--- src/rtl/tmd_pkg.sv ---
// ----------------------------------------------------------------------------
// tmd_pkg: shared types and constants of the touch message decoder
// Word layouts of the three channels, stored state, register indexes
// and the message and result codes.
// ----------------------------------------------------------------------------
package tmd_pkg;

   // request function codes
   localparam logic [1:0] FUNC_MESSAGE     = 2'd0;
   localparam logic [1:0] FUNC_CLEAR_CRC   = 2'd1;
   localparam logic [1:0] FUNC_CLEAR_RESET = 2'd2;

   // result kinds
   localparam logic [2:0] KIND_NONE      = 3'd0;
   localparam logic [2:0] KIND_OTHER_ID  = 3'd1;
   localparam logic [2:0] KIND_COMMAND   = 3'd2;
   localparam logic [2:0] KIND_TOUCH     = 3'd3;
   localparam logic [2:0] KIND_TOUCH_IGN = 3'd4;
   localparam logic [2:0] KIND_CONTROL   = 3'd5;

   // configuration register indexes
   localparam logic [1:0] CSR_COMMAND_ID  = 2'd0;
   localparam logic [1:0] CSR_TOUCH_FIRST = 2'd1;
   localparam logic [1:0] CSR_TOUCH_LAST  = 2'd2;

   // message constants
   localparam logic [7:0] NO_MSG_ID        = 8'hFF;
   localparam int unsigned STATUS_RESET_BIT = 7;
   localparam logic [7:0] TYPE_MASK        = 8'h70;
   localparam logic [7:0] EVENT_MASK       = 8'h0F;

   // touch object types that produce an event
   localparam logic [2:0] TYPE_FINGER  = 3'd1;
   localparam logic [2:0] TYPE_STYLUS  = 3'd2;
   localparam logic [2:0] TYPE_HOVER   = 3'd4;
   localparam logic [2:0] TYPE_GLOVE   = 3'd5;

   typedef struct packed {
      logic [1:0] func;
      logic [7:0] msg_id;
      logic [7:0] status_byte;
      logic [7:0] payload_b2;
      logic [7:0] payload_b3;
      logic [7:0] payload_b4;
      logic [7:0] payload_b5;
   } req_word_type;

   typedef struct packed {
      logic [2:0]  kind;
      logic        consumed;
      logic [7:0]  touch_id;
      logic [3:0]  touch_event;
      logic [15:0] touch_x;
      logic [15:0] touch_y;
      logic [23:0] device_crc;
      logic [7:0]  device_status;
      logic        crc_done;
      logic        reset_done;
      logic        status_changed;
   } rsp_word_type;

   typedef struct packed {
      logic [1:0] index;
      logic [7:0] data;
   } csr_word_type;

   typedef struct packed {
      logic [7:0] command_id;
      logic [7:0] touch_first_id;
      logic [7:0] touch_last_id;
   } cfg_type;

   typedef struct packed {
      logic [23:0] crc;
      logic [7:0]  status;
      logic        crc_wait;
      logic        reset_wait;
   } dev_state_type;

endpackage

--- src/rtl/tmd_if.sv ---
// ----------------------------------------------------------------------------
// tmd_if: valid/ready channels of the touch message decoder
// Request, response and configuration channels, each with a source
// and a sink modport.
// ----------------------------------------------------------------------------
interface tmd_req_if import tmd_pkg::*; ();
   logic         valid;
   logic         ready;
   req_word_type payload;

   modport source (output valid, output payload, input ready);
   modport sink   (input valid, input payload, output ready);
endinterface

interface tmd_rsp_if import tmd_pkg::*; ();
   logic         valid;
   logic         ready;
   rsp_word_type payload;

   modport source (output valid, output payload, input ready);
   modport sink   (input valid, input payload, output ready);
endinterface

interface tmd_csr_if import tmd_pkg::*; ();
   logic         valid;
   logic         ready;
   csr_word_type payload;

   modport source (output valid, output payload, input ready);
   modport sink   (input valid, input payload, output ready);
endinterface

--- src/rtl/touch_message_decoder_top.sv ---
// ----------------------------------------------------------------------------
// touch_message_decoder_top: touch-controller message decoder
// Decodes controller messages into command status and touch events.
//
// Usage:
//   req_chan  request words: a function code and one six-byte message.
//   rsp_chan  one response word per request word, in order.
//   csr_chan  register writes (command id, first and last touch id);
//             always ready; the user writes only while no request is in
//             flight; the block does not enforce it.
// Timing: an accepted request word sits in the input register, is decoded,
//   lands in the response register; one word per cycle is sustained while
//   rsp_chan.ready is high. Device state (CRC, status, wait flags) updates
//   as a word enters the response register, so later words see its effects.
// Stalls: while rsp_chan.ready is low the response register holds and the
//   input register still takes one more word; then req_chan.ready drops.
// Reset: synchronous, active high; empties both pipeline registers and
//   clears the device state and the configuration registers to zero.
// ----------------------------------------------------------------------------
module touch_message_decoder_top import tmd_pkg::*; (
   input  logic      clock,
   input  logic      reset,
   tmd_req_if.sink   req_chan,
   tmd_rsp_if.source rsp_chan,
   tmd_csr_if.sink   csr_chan
);

   cfg_type       cfg;
   req_word_type  in_word_ff;
   req_word_type  in_word_in;
   logic          in_valid_ff;
   logic          in_valid_in;
   rsp_word_type  out_word_ff;
   rsp_word_type  out_word_in;
   logic          out_valid_ff;
   logic          out_valid_in;
   dev_state_type dev_ff;
   dev_state_type dev_in;
   dev_state_type dev_nxt;
   rsp_word_type  dec_word;
   logic          advance;
   logic          req_take;

   // configuration registers
   assign csr_chan.ready = 1'b1;

   tmd_csr_regs u_csr (
      .clock   (clock),
      .reset   (reset),
      .wr_en   (csr_chan.valid),
      .wr_word (csr_chan.payload),
      .cfg     (cfg)
   );

   // decode between input and response registers
   tmd_decode u_decode (
      .req (in_word_ff),
      .cfg (cfg),
      .cur (dev_ff),
      .rsp (dec_word),
      .nxt (dev_nxt)
   );

   // pipeline flow control
   assign advance        = in_valid_ff && (!out_valid_ff || rsp_chan.ready);
   assign req_chan.ready = !in_valid_ff || advance;
   assign req_take       = req_chan.valid && req_chan.ready;

   always_comb begin
      in_word_in   = req_take ? req_chan.payload : in_word_ff;
      in_valid_in  = req_take || (in_valid_ff && !advance);
      out_word_in  = advance ? dec_word : out_word_ff;
      out_valid_in = advance || (out_valid_ff && !rsp_chan.ready);
      dev_in       = advance ? dev_nxt : dev_ff;
   end

   always_ff @(posedge clock) begin
      if (reset) begin
         in_valid_ff  <= 1'b0;
         out_valid_ff <= 1'b0;
         dev_ff       <= '0;
      end else begin
         in_valid_ff  <= in_valid_in;
         out_valid_ff <= out_valid_in;
         dev_ff       <= dev_in;
      end
   end

   // payload registers
   always_ff @(posedge clock) begin
      in_word_ff  <= in_word_in;
      out_word_ff <= out_word_in;
   end

   assign rsp_chan.valid   = out_valid_ff;
   assign rsp_chan.payload = out_word_ff;

   // checks
   a_clear_crc: assert property (@(posedge clock) disable iff (reset)
      (advance && in_word_ff.func == FUNC_CLEAR_CRC) |=>
         (dev_ff.crc == '0 && !dev_ff.crc_wait))
      else $error("CRC clear did not take effect");

   a_consumed_kind: assert property (@(posedge clock) disable iff (reset)
      rsp_chan.valid |-> (rsp_chan.payload.consumed ==
         (rsp_chan.payload.kind == KIND_OTHER_ID || rsp_chan.payload.kind == KIND_COMMAND ||
          rsp_chan.payload.kind == KIND_TOUCH || rsp_chan.payload.kind == KIND_TOUCH_IGN)))
      else $error("consumed flag disagrees with kind");

   a_state_mirror: assert property (@(posedge clock) disable iff (reset)
      $past(advance) |-> (rsp_chan.payload.device_crc == dev_ff.crc &&
         rsp_chan.payload.device_status == dev_ff.status &&
         rsp_chan.payload.crc_done == dev_ff.crc_wait &&
         rsp_chan.payload.reset_done == dev_ff.reset_wait))
      else $error("response state differs from stored device state");

   a_changed_cmd: assert property (@(posedge clock) disable iff (reset)
      (rsp_chan.valid && rsp_chan.payload.status_changed) |->
         (rsp_chan.payload.kind == KIND_COMMAND))
      else $error("status change flagged outside a command status word");

endmodule

--- src/rtl/tmd_csr_regs.sv ---
// ----------------------------------------------------------------------------
// tmd_csr_regs: configuration registers
// Holds the command report id and the touch id range; one write per word.
// ----------------------------------------------------------------------------
module tmd_csr_regs import tmd_pkg::*; (
   input  logic         clock,
   input  logic         reset,
   input  logic         wr_en,
   input  csr_word_type wr_word,
   output cfg_type      cfg
);

   cfg_type cfg_ff;
   cfg_type cfg_in;

   // register write decode; index 3 is ignored
   always_comb begin
      cfg_in = cfg_ff;
      if (wr_en) begin
         unique case (wr_word.index)
            CSR_COMMAND_ID:  cfg_in.command_id     = wr_word.data;
            CSR_TOUCH_FIRST: cfg_in.touch_first_id = wr_word.data;
            CSR_TOUCH_LAST:  cfg_in.touch_last_id  = wr_word.data;
            default:         cfg_in = cfg_ff;
         endcase
      end
   end

   always_ff @(posedge clock) begin
      if (reset) begin
         cfg_ff <= '0;
      end else begin
         cfg_ff <= cfg_in;
      end
   end

   assign cfg = cfg_ff;

endmodule

--- src/rtl/tmd_decode.sv ---
// ----------------------------------------------------------------------------
// tmd_decode: message decode logic
// Classifies one request word against the configuration, builds the
// response word and the next device state.
// ----------------------------------------------------------------------------
module tmd_decode import tmd_pkg::*; (
   input  req_word_type  req,
   input  cfg_type       cfg,
   input  dev_state_type cur,
   output rsp_word_type  rsp,
   output dev_state_type nxt
);

   logic       is_command;
   logic       in_range;
   logic       is_screen_id;
   logic       type_ok;
   logic [8:0] first_plus2;
   logic [2:0] touch_type;
   logic [7:0] type_bits;

   // id matching and touch type check
   always_comb begin
      first_plus2  = {1'b0, cfg.touch_first_id} + 9'd2;
      is_command   = (req.msg_id == cfg.command_id);
      in_range     = (req.msg_id >= cfg.touch_first_id) &&
                     (req.msg_id <= cfg.touch_last_id);
      is_screen_id = ({1'b0, req.msg_id} < first_plus2);
      type_bits    = (req.status_byte & TYPE_MASK) >> 4;
      touch_type   = type_bits[2:0];
      unique case (touch_type)
         TYPE_FINGER, TYPE_STYLUS, TYPE_HOVER, TYPE_GLOVE: type_ok = 1'b1;
         default:                                          type_ok = 1'b0;
      endcase
   end

   // response and state update
   always_comb begin
      rsp = '0;
      nxt = cur;
      unique case (req.func)
         FUNC_CLEAR_CRC: begin
            nxt.crc      = '0;
            nxt.crc_wait = 1'b0;
            rsp.kind     = KIND_CONTROL;
         end
         FUNC_CLEAR_RESET: begin
            nxt.reset_wait = 1'b0;
            rsp.kind       = KIND_CONTROL;
         end
         FUNC_MESSAGE: begin
            if (req.msg_id != NO_MSG_ID) begin
               rsp.consumed = 1'b1;
               priority if (is_command) begin
                  nxt.crc      = {req.payload_b4, req.payload_b3, req.payload_b2};
                  nxt.crc_wait = 1'b1;
                  if (req.status_byte[STATUS_RESET_BIT]) begin
                     nxt.reset_wait = 1'b1;
                  end
                  rsp.status_changed = (req.status_byte != cur.status);
                  nxt.status         = req.status_byte;
                  rsp.kind           = KIND_COMMAND;
               end else if (in_range) begin
                  if (!is_screen_id && type_ok) begin
                     rsp.kind        = KIND_TOUCH;
                     rsp.touch_id    = req.msg_id - first_plus2[7:0];
                     rsp.touch_event = req.status_byte[3:0] & EVENT_MASK[3:0];
                     rsp.touch_x     = {req.payload_b3, req.payload_b2};
                     rsp.touch_y     = {req.payload_b5, req.payload_b4};
                  end else begin
                     rsp.kind = KIND_TOUCH_IGN;
                  end
               end else begin
                  rsp.kind = KIND_OTHER_ID;
               end
            end
         end
         default: rsp.kind = KIND_NONE;
      endcase
      rsp.device_crc    = nxt.crc;
      rsp.device_status = nxt.status;
      rsp.crc_done      = nxt.crc_wait;
      rsp.reset_done    = nxt.reset_wait;
   end

endmodule
--- src/flat_wrapper.sv ---
// flat-port wrapper written by rule: the top's interface ports become plain ports
module touch_message_decoder_top_flat import tmd_pkg::*;
  (clock, reset, req_chan_valid, req_chan_payload, req_chan_ready, rsp_chan_valid, rsp_chan_payload, rsp_chan_ready, csr_chan_valid, csr_chan_payload, csr_chan_ready);
  tmd_req_if req_chan_i ();
  tmd_rsp_if rsp_chan_i ();
  tmd_csr_if csr_chan_i ();
  input  logic clock;
  input  logic reset;
  input wire logic [$bits(req_chan_i.valid)-1:0] req_chan_valid;
  input wire logic [$bits(req_chan_i.payload)-1:0] req_chan_payload;
  output wire logic [$bits(req_chan_i.ready)-1:0] req_chan_ready;
  output wire logic [$bits(rsp_chan_i.valid)-1:0] rsp_chan_valid;
  output wire logic [$bits(rsp_chan_i.payload)-1:0] rsp_chan_payload;
  input wire logic [$bits(rsp_chan_i.ready)-1:0] rsp_chan_ready;
  input wire logic [$bits(csr_chan_i.valid)-1:0] csr_chan_valid;
  input wire logic [$bits(csr_chan_i.payload)-1:0] csr_chan_payload;
  output wire logic [$bits(csr_chan_i.ready)-1:0] csr_chan_ready;
  assign req_chan_i.valid = req_chan_valid;
  assign req_chan_i.payload = req_chan_payload;
  assign req_chan_ready = req_chan_i.ready;
  assign rsp_chan_valid = rsp_chan_i.valid;
  assign rsp_chan_payload = rsp_chan_i.payload;
  assign rsp_chan_i.ready = rsp_chan_ready;
  assign csr_chan_i.valid = csr_chan_valid;
  assign csr_chan_i.payload = csr_chan_payload;
  assign csr_chan_ready = csr_chan_i.ready;
  touch_message_decoder_top u_core (.clock(clock), .reset(reset), .req_chan(req_chan_i), .rsp_chan(rsp_chan_i), .csr_chan(csr_chan_i));
endmodule
--- config.mk ---
export PLATFORM = sky130hd
export DESIGN_NAME = touch_message_decoder_top_flat
export DESIGN_NICKNAME = d
export VERILOG_FILES = /design/src/rtl/tmd_pkg.sv /design/src/rtl/tmd_if.sv /design/src/rtl/touch_message_decoder_top.sv /design/src/rtl/tmd_csr_regs.sv /design/src/rtl/tmd_decode.sv /design/src/flat_wrapper.sv
export SDC_FILE = /design/constraint.sdc
export NUM_CORES = 1
export LEC_CHECK = 0
export BUFFER_PORTS_ARGS = -buffer_cell sky130_fd_sc_hd__buf_2
export CAP_MARGIN = 0
export CELL_PAD_IN_SITES_DETAIL_PLACEMENT = 1
export CELL_PAD_IN_SITES_GLOBAL_PLACEMENT = 2
export CORE_MARGIN = 2
export CORE_UTILIZATION = 40
export CTS_CLUSTER_DIAMETER = 200
export DETAILED_ROUTE_END_ITERATION = 8
export PLACE_DENSITY_LB_ADDON = 0.1
export SETUP_SLACK_MARGIN = 0.05
export SYNTH_ARGS = -nofsm -noshare
export SYNTH_HDL_FRONTEND = slang
export SYNTH_SLANG_ARGS = --single-unit
--- constraint.sdc ---
create_clock -name clock -period 8.4 [get_ports clock]
set_input_delay 1.68 -clock clock [delete_from_list [all_inputs] [get_ports clock]]
set_output_delay 1.68 -clock clock [all_outputs]
set_load 0.05 [all_outputs]
# Word-level counts from Yosys, hierarchy flattened

Index checks and enable logic that the tools add are counted.
W data, S select, Z words.

Add/subtract/negate cells: 2
Magnitude comparators: 3
Equal/unequal tests: 11
Mux-type cells: 16
Bitwise operators: 4
Reductions and logical operators: 24

Operators by type and width:

| operator              | count |
|---|---|
| $mux W44              | 3 |
| $mux W34              | 2 |
| $mux W48              | 1 |
| $pmux W24 S2          | 1 |
| $add A8 B2 Y9 const B | 1 |
| $lt A8 B9 Y1          | 1 |
| $mux W3               | 3 |
| $eq A8 B8 Y1          | 1 |
| $ge A8 B8 Y1          | 1 |
| $le A8 B8 Y1          | 1 |
| $mux W8               | 1 |
| $ne A8 B8 Y1          | 1 |
| $ne A8 B8 Y1 const B  | 1 |
| $sub A8 B8 Y8         | 1 |
| $eq A3 B3 Y1 const B  | 2 |
| $logic_and A1 B1 Y1   | 6 |
| $pmux W3 S2           | 1 |
| $reduce_and A2 Y1     | 3 |
| $logic_not A1 Y1      | 5 |
| $reduce_or A5 Y1      | 1 |
| $eq A2 B1 Y1 const B  | 2 |
| $eq A2 B2 Y1 const B  | 2 |
| $logic_not A2 Y1      | 2 |
| $logic_or A1 B1 Y1    | 4 |
| other kinds (8)       | 13 |

Flip-flop bits (word level): 193
Input bits: 65
Output and inout bits: 86
Word-level logic and storage cells: 87

# Logic depth before layout (Yosys ltp)

Gate-level depths: netlist of run 1.

Depth in word-level cells: 9
Mapped depth: 12
Mapped depth without buffers: 10

# Hierarchy

Synthesis of run 1 repeated with hierarchy kept, for this count alone.

Cells, all modules: 710
Area total of the unflattened synthesis: 8872.3 µm²

By module, submodules not included:

| module                    | instances | cells an instance | area each (µm²) | seq. area each (µm²) |
|---|---|---|---|---|
| touch_message_decoder_top | 1         | 292               | 5610.4          | 4714.5 |
| tmd_decode                | 1         | 327               | 2262.2          | 0.0 |
| tmd_csr_regs              | 1         | 91                | 999.7           | 480.5 |

# Least setup slack after synthesis of run 1

Ideal clock, no wire load.

Path type: input to register
Start point: input port rsp_chan_ready
End point: register u_core.dev_ff[13] in the netlist's numbering
Library setup time: 0.117 ns
Arrival time: 4.489 ns
Data required time: 8.283 ns
Slack: 3.794 ns
Stages: 7
Buffers on the path: 1
Cells stage by stage: nor2b_1 nand2b_1 inv_1 a21oi_1 o31a_1 buf_2 a22o_1

Cells in the longest elaborated chain, start to end: 2

Ends and longest elaborated chain:

| element                | line                            | RTL |
|---|---|---|
| start: declaration     | flat_wrapper.sv:14              | `input wire logic [$bits(rsp_chan_i.ready)-1:0] rsp_chan_ready;` |
| $logic_or A1 B1 Y1     | touch_message_decoder_top.sv:65 | `assign advance = in_valid_ff && (!out_valid_ff \|\| rsp_chan.ready);` |
| $logic_and A1 B1 Y1    | touch_message_decoder_top.sv:65 |  |
| net u_core.advance     | touch_message_decoder_top.sv:41 | `logic advance;` |
| end signal: assignment | touch_message_decoder_top.sv:85 | `dev_ff <= dev_in;` |
| end: declaration       | touch_message_decoder_top.sv:37 | `dev_state_type dev_ff;` |

The timed path passes the listed nets, and every way through them passes these cells.
A chain may end at the register's enable or synchronous reset.

# Final worst setup path of run 1

Start point: input port rsp_chan_ready
End point: output port req_chan_ready

Cells in the longest elaborated chain, start to end: 3

Ends and longest elaborated chain:

| element             | line                            | RTL |
|---|---|---|
| $logic_or A1 B1 Y1  | touch_message_decoder_top.sv:65 |  |
| $logic_and A1 B1 Y1 | touch_message_decoder_top.sv:65 |  |
| $logic_or A1 B1 Y1  | touch_message_decoder_top.sv:66 | `assign req_chan.ready = !in_valid_ff \|\| advance;` |
| end: declaration    | flat_wrapper.sv:11              | `output wire logic [$bits(req_chan_i.ready)-1:0] req_chan_ready;` |

Every way passes these cells.

==> run_results.csv, run 1 <==
group,metric,value,unit
status,status,"finished clean",
synth,synth_area,0.00794,sq mm
grt,gr-usage-all-layers,18.0,%
synth,ys_warn_count,0,
timing,fmax,251,MHz
timing,rsz0062_at_grt,"no",
clock_tree,cts_tree,"built",
floorplanning,die_width,145,um
clock_tree,insertion_delay,0.44,ns
worst_setup_path,r2r_start,"u_core.in_word_ff[48]",
clock_tree,clock_path_buffers,2,
worst_setup_path,worstPathArrival,2.31,ns
synth,synth_mux_area_share,5.17,%
cells_and_area,layout.area.seq,0.00519,sq mm
worst_setup_path,start_kind,"input port",
drt,routed_wl,18300,um
synth,synth_cell_types,46,
worst_setup_path,r2r_end,"u_core.dev_ff[23]",
grt,grt_pass1_wl,29800,um
grt,grt_max_degree,84,
synth,syn_avg_cell_area,13.0,sq um
drt,viasPerCell,4.94,
cells_and_area,area_delta_synth_final,19.9,%
floorplanning,die-area,0.0210,sq mm
timing,min_period,3.99,ns
synth,ys_seq_area_share,65.4,%
floorplanning,rows,51,
timing,clock_skew,0.0162,ns
floorplanning,io-pin-count,151,
cells_and_area,final_cell_count_no_fill,1036,
placement,dp.cells,1004,
timing,final-setup-viol-count,0,
worst_setup_path,path_class,"in2out",
pwr,p_leak,3.80,nW
synth,synthXorXnorAreaFrac,2.54,%
pwr,power_density,215,mW/mm^2
grt,antenna_found_initial,0,
drt,dr.pass1.iters,6,
cells_and_area,multi_input_area,0.00254,sq mm
worst_setup_path,r2r_cells,7,
min_path,whs_path_depth,1,
timing,hold_violations,0,
cells_and_area,antenna_cells,0,
grt,grt_pass1_vias,5488,
clock_tree,numCtsBuffers,17,
placement,gp_congestion,0.758,
drt,num_vias,5118,
cells_and_area,drive_gt1_share,26.2,%
synth,synth_compound_area_share,7.94,%
synth,synth_fa_ha_area_share,4.92,%
drt,ant_nets,0,
floorplanning,core_area,0.0195,sq mm
placement,dp_hpwl,12400,um
min_path,hold_start,"u_core.dev_ff[10]",
floorplanning,die_h,145,um
worst_setup_path,critPathRequiredTime,6.72,ns
cells_and_area,nets,853,
cells_and_area,nFillCells,2052,
clock_tree,cts_resized,0,
min_path,hold_end,"u_core.dev_ff[10]",
timing,maxSlewHeadroom,26.5,%
worst_setup_path,crit_path_end_kind,"output pin",
timing,tns,0,ns
synth,synth_top_family_by_area,"simple AND/OR/NAND/NOR gates",
drt,wl_per_cell,17.6,um
synth,synth-simple-area-share,11.2,%
grt,overflow,0,
clock_tree,clock-sinks,193,
floorplanning,initial_core_util,40.8,%
job,cap_viol_max_count,0,
min_path,hp-class,"reg2reg",
worst_setup_path,cp_max_fo,4,
timing,finalCritPeriodShare,47.5,%
drt,drc,0,
timing,worst_slew_pin_slew,1.10,ns
synth,synth_seq_cells,193,
synth,syn_inst,610,
clock_tree,cts.clk_slew.worst_paths,0.07,ns
placement,port_buffers,149,
clock_tree,postCtsSetupRepairBufs,0,
timing,maxSlewViolCount,0,
pwr,worst_ir_drop_vdd,131,uV
clock_tree,cts_root_buf,"clkbuf_16",
clock_tree,ctsHtreeMaxLevel,4,
clock_tree,cts_hold_buffers,0,
synth,synth_fp_nets,705,
worst_setup_path,r2r_slack,5.23,ns
drt,drt_iter0_markers,202,
-- registers in the layout, indices dropped and copies added, names as in the netlist --
register	flops
u_core.dev_ff	34
u_core.rsp_chan.payload	83
u_core.u_csr.cfg	24
u_core.in_valid_ff	1
u_core.rsp_chan.valid	1
u_core.in_word_ff	50
-- metal layers --
layer  track usage [%]  vias up  wire length (um)
met5                 0        -                 0
met4              5.84        0               223
met3              3.81       18               674
met2              32.3      114              9570
met1              21.5     2516              7810
li1                  -     2470                 -
-- through the flow --
| stage | worst slack (ns) | hold WS, ns | cell area, sq um | total power, mW | utilization, % |
|---|---|---|---|---|---|
| after global routing | 4.36 | 0.488 | 9530 | 2.12 | 48.9 |
| after global placement | 4.46 | 0.447 | 8940 | 1.27 | 46.0 |
| after detailed placement | 4.39 | 0.457 | 8940 | 1.28 | 46.0 |
| after floorplan | 3.79 | 0.441 | 7940 | 1.22 | - |
| after CTS | 4.39 | 0.480 | 9530 | 2.08 | 48.9 |
| final | 4.41 | 0.482 | 9530 | 2.05 | 48.9 |
-- cell usage after synthesis, drive strengths merged --
master | n | area share [%]
conb | 1 | 0.047
a21oi | 10 | 0.63
mux2i | 32 | 4.0
o31ai | 2 | 0.19
nor3b | 1 | 0.095
nor2 | 44 | 2.1
a211oi | 1 | 0.095
nand3 | 4 | 0.25
o31a | 2 | 0.22
nand4 | 3 | 0.24
nand2b | 6 | 0.47
a21o | 3 | 0.28
xnor2 | 7 | 0.77
and4 | 2 | 0.22
and3 | 3 | 0.24
fa | 2 | 0.50
clkbuf | 12 | 0.57
nor3 | 4 | 0.25
o22ai | 1 | 0.079
a211o | 1 | 0.11
nor2b | 6 | 0.47
nand3b | 2 | 0.19
nor4 | 7 | 0.74
o21ai | 35 | 2.2
a2111oi | 2 | 0.30
a21boi | 2 | 0.19
dfxtp | 60 | 15
xor2 | 16 | 1.8
edfxtp | 133 | 50
buf | 14 | 1.1
nand2 | 60 | 2.8
a22o | 25 | 2.8
a311oi | 1 | 0.19
and2 | 39 | 3.1
inv | 24 | 1.1
o211ai | 1 | 0.095
ha | 28 | 4.4
o21a | 5 | 0.47
o311a | 1 | 0.13
mux2 | 8 | 1.1
-- report_power, final --
part / leakage (nW) / switching [mW] / internal (mW)
Clock: 0.282 / 0.382 / 0.415
Sequential: 1.76 / 0.0211 / 1.05
Combinational: 1.75 / 0.130 / 0.0510
-- placed cells by master, fill, tap and decap left out, types with 4 or more instances in the layout --
cell	n
buf_2	149
nand2b_1	6
clkbuf_16	17
o21ai_0	34
nand3_1	4
inv_1	23
mux2i_1	32
xor2_1	16
edfxtp_1	133
xnor2_1	7
nor2_1	43
ha_1	28
nor4_1	6
a21oi_1	10
nand2_1	60
a22o_1	25
and2_1	38
buf_4	6
o21a_1	5
nor2b_1	6
mux2_2	8
dfxtp_1	60
-- area by class of cell --
type                       instances  area share (%)
sequential                       193            54.5
multi-input combinational        367            26.6
timing repair buffer             155            8.30
clock buffer                      20            4.90
tap                              265            3.48
clock inverter                    12            1.20
inverter                          24           0.959
-- cells by family after synthesis --
kind of cell | after synthesis
flip-flops | 193
AND/OR/NAND/NOR | 181
AO/OA/AOI/OAI | 92
buffers and inverters | 50
multiplexers | 40
adder cells (fa/ha/maj) | 30
XOR/XNOR | 23
other | 1
-- worst max-delay path: stages --
cell,delay (ns)
buf_2,0.10
nor2b_1,0.21
nand2_1,0.11
buf_2,0.22
-- how the worst max path moves through the flow --
stage / start / end / slack (ns) / cells after the start
after global routing: rsp_chan_ready / req_chan_ready / 4.36 / 4
after global placement: rsp_chan_ready / req_chan_ready / 4.46 / 4
after detailed placement: rsp_chan_ready / req_chan_ready / 4.39 / 4
after floorplan: rsp_chan_ready / u_core.dev_ff[13] / 3.79 / 7
final: rsp_chan_ready / req_chan_ready / 4.41 / 4
after CTS: rsp_chan_ready / req_chan_ready / 4.39 / 4
Power figures use the tool's default switching activity.
==> run 2: changes to the inputs <==
ABC_AREA = 1   (was default)
CORE_UTILIZATION = 35   (was 40)
clock period = 3.7 ns   (was 8.4 ns; I/O delays follow)
==> run 2 against run 1 <==
Against the previous run:
- utilization down 6.7 points
- combinational power rose to 3.2 times the previous value
- register-to-register slack worse by 4.5 ns
- global-route usage down 1.9 points
- first-iteration DRC count up 11%
- clock skew down 0.0048 ns
==> run_results.csv, run 2 <==
group,metric,value,unit
drt,num_vias,6009,
cells_and_area,multi_input_area,0.00266,sq mm
synth,ys.flop_type,"edfxtp_1",
timing,rsz0062_at_grt,"no",
timing,maxSlewViolCount,0,
synth,synth_fp_nets,962,
synth,syn_inst,867,
floorplanning,io-pin-count,151,
synth,synth_mux_area_share,0,%
grt,grt_max_degree,65,
status,status,"finished clean",
cells_and_area,drive_gt1_share,22.8,%
clock_tree,cts_resized,0,
synth,synthXorXnorAreaFrac,2.16,%
clock_tree,cts_hold_buffers,0,
timing,worst_slew_pin_slew,1.02,ns
grt,grt_pass1_wl,32500,um
synth,ys_warn_count,0,
floorplanning,rows,57,
worst_setup_path,cpPeakStageDelay,0.41,ns
synth,synth_area,0.00853,sq mm
clock_tree,clock_path_buffers,2,
cells_and_area,layout.area.seq,0.00519,sq mm
worst_setup_path,crit_path_frequent_cell,"nand2_1",
synth,ys_seq_area_share,60.9,%
pwr,power_density,484,mW/mm^2
floorplanning,core_area,0.0241,sq mm
placement,gp_congestion,0.705,
synth,synth_top_area_share,46.8,%
drt,ant_nets,0,
clock_tree,numCtsBuffers,17,
synth,synth_seq_cells,193,
cells_and_area,final_cell_count_no_fill,1350,
placement,dp.cells,1318,
floorplanning,die_width,160,um
drt,drc,0,
worst_setup_path,start_kind,"register",
synth,synth_commonest_cells,"nand2_1, edfxtp_1, inv_1",
timing,maxSlewHeadroom,31.6,%
pwr,p_leak,4.71,nW
pwr,worst_ir_drop_vdd,229,uV
timing,min_period,2.94,ns
timing,clock_skew,0.0113,ns
cells_and_area,antenna_cells,0,
worst_setup_path,cp_max_fo,25,
synth,syn_avg_cell_area,9.83,sq um
clock_tree,cts_root_buf,"clkbuf_16",
drt,wl_per_cell,14.8,um
clock_tree,cts.clk_slew.worst_paths,0.08,ns
cells_and_area,layout_commonest_cell,"nand2_1",
drt,drt_iter0_markers,224,
clock_tree,clock-sinks,193,
floorplanning,die-area,0.0256,sq mm
timing,fmax,340,MHz
worst_setup_path,crit_path_end_kind,"register",
min_path,hp-class,"reg2reg",
worst_setup_path,crit_slowest_cell,"dfxtp_1",
clock_tree,postCtsSetupRepairBufs,0,
synth,synth-simple-area-share,20.8,%
timing,final-setup-viol-count,0,
grt,antenna_found_initial,0,
placement,dp_hpwl,13800,um
worst_setup_path,path_class,"reg2reg",
floorplanning,die_h,160,um
synth,async_flop_share,0,%
synth,synth_fa_ha_area_share,4.58,%
cells_and_area,layout_common_cells,"nand2_1, buf_2, edfxtp_1, inv_1, nor2_1",
floorplanning,initial_core_util,35.4,%
worst_setup_path,worstPathArrival,3.22,ns
timing,finalCritPeriodShare,79.4,%
cells_and_area,area_delta_synth_final,19.5,%
cells_and_area,nFillCells,2826,
synth,synth_compound_area_share,3.67,%
synth,synth-edff-count,133,
timing,tns,0,ns
synth,synth_cell_types,32,
placement,port_buffers,149,
synth,synth_top_area_cell,"edfxtp_1",
grt,gr-usage-all-layers,16.1,%
worst_setup_path,crit_chain,"inv_1 > nor2_1 > inv_1 > nor2_1 > xor2_1 > ha_1 > nand2_1 > inv_1 > nand2_1 > a21oi_1 > nand2_1 > nand2_1 > nand2_2 > nor2_4 > nand3_4 > buf_12 > nor2_1",
clock_tree,ctsHtreeMaxLevel,4,
grt,grt_pass1_vias,6215,
worst_setup_path,critPathRequiredTime,3.98,ns
cells_and_area,nets,1108,
job,cap_viol_max_count,0,
clock_tree,insertion_delay,0.43,ns
synth,ys_top_cells_by_area,"edfxtp_1, dfxtp_1, nand2_1",
synth,synth_top_family_by_area,"simple AND/OR/NAND/NOR gates",
timing,hold_violations,0,
clock_tree,cts_tree,"built",
cells_and_area,largest_reg_flops,83,
drt,viasPerCell,4.45,
synth,synth_most_common_cell,"nand2_1",
drt,dr.pass1.iters,4,
grt,overflow,0,
drt,routed_wl,20000,um
==> run 2: cell types whose count changed after synthesis, sizes merged, moves of 25 or more <==
cell / delta
a22o: -25
and2: -39
inv: +108
mux2i: -32
nand2: +132
nand3: +65
nor2: +94
o21ai: -33
==> run 2: cell type report <==
cell class                 count  share of cell area, %
clock buffer                  18                   4.21
clock inverter                14                   1.62
inverter                     132                   4.91
multi-input combinational    512                   26.1
sequential                   193                   51.0
tap                          324                   3.98
timing repair buffer         157                   8.15
==> run 2: where the power goes <==
part           switching (mW)  internal [mW]
registers              0.0584           2.42
clock network           0.903          0.971
logic                   0.402          0.171
total                    1.36           3.57
==> run 2: kinds of logic after synthesis <==
logic type	after synthesis
simple gates	408
flops	193
buf+inv	162
compound gates	52
fa+ha+maj	30
xor+xnor	21
other cells	1
==> run 2: final timing paths <==
check	endpoint	slack [ns]	from	depth (start not counted)
setup / recovery	u_core.rsp_chan.payload[71]	0.76	u_core.u_csr.cfg[9]	17
hold / removal	u_core.u_csr.cfg[0]	0.47	u_core.u_csr.cfg[0]	2
setup reg to reg	u_core.rsp_chan.payload[71]	0.76	u_core.u_csr.cfg[9]	17
hold reg to reg	u_core.u_csr.cfg[0]	0.47	u_core.u_csr.cfg[0]	2
==> run 2: per-layer routing <==
metal	track usage (%)	vias up	part of all wire [%]
li1	-	3069	-
met4	3.07	0	0.63
met1	22.3	2822	50
met3	3.97	9	4.1
met5	0	-	0
met2	25.8	109	45
==> run 2: critical path, delay by kind of cell (launching register included) <==
kind	cells	cell delay (ns)
flops	1	0.41
xor+xnor	1	0.08
compound gates	1	0.11
simple gates	10	1.27
fa+ha+maj	1	0.34
buf+inv	4	0.58
==> run 2: stage by stage <==
step	total power, mW	hold slack (ns)	worst slack [ns]	area (sq um)	util, %
6_report	4.93	0.470	0.762	10200	42.3
3_3_place_gp	3.11	0.459	0.788	9600	39.8
5_1_grt	5.15	0.452	0.368	10200	42.3
4_1_cts	5.01	0.456	0.657	10200	42.3
2_1_floorplan	2.94	0.443	0.792	8530	-
3_5_place_dp	3.11	0.463	0.677	9600	39.8
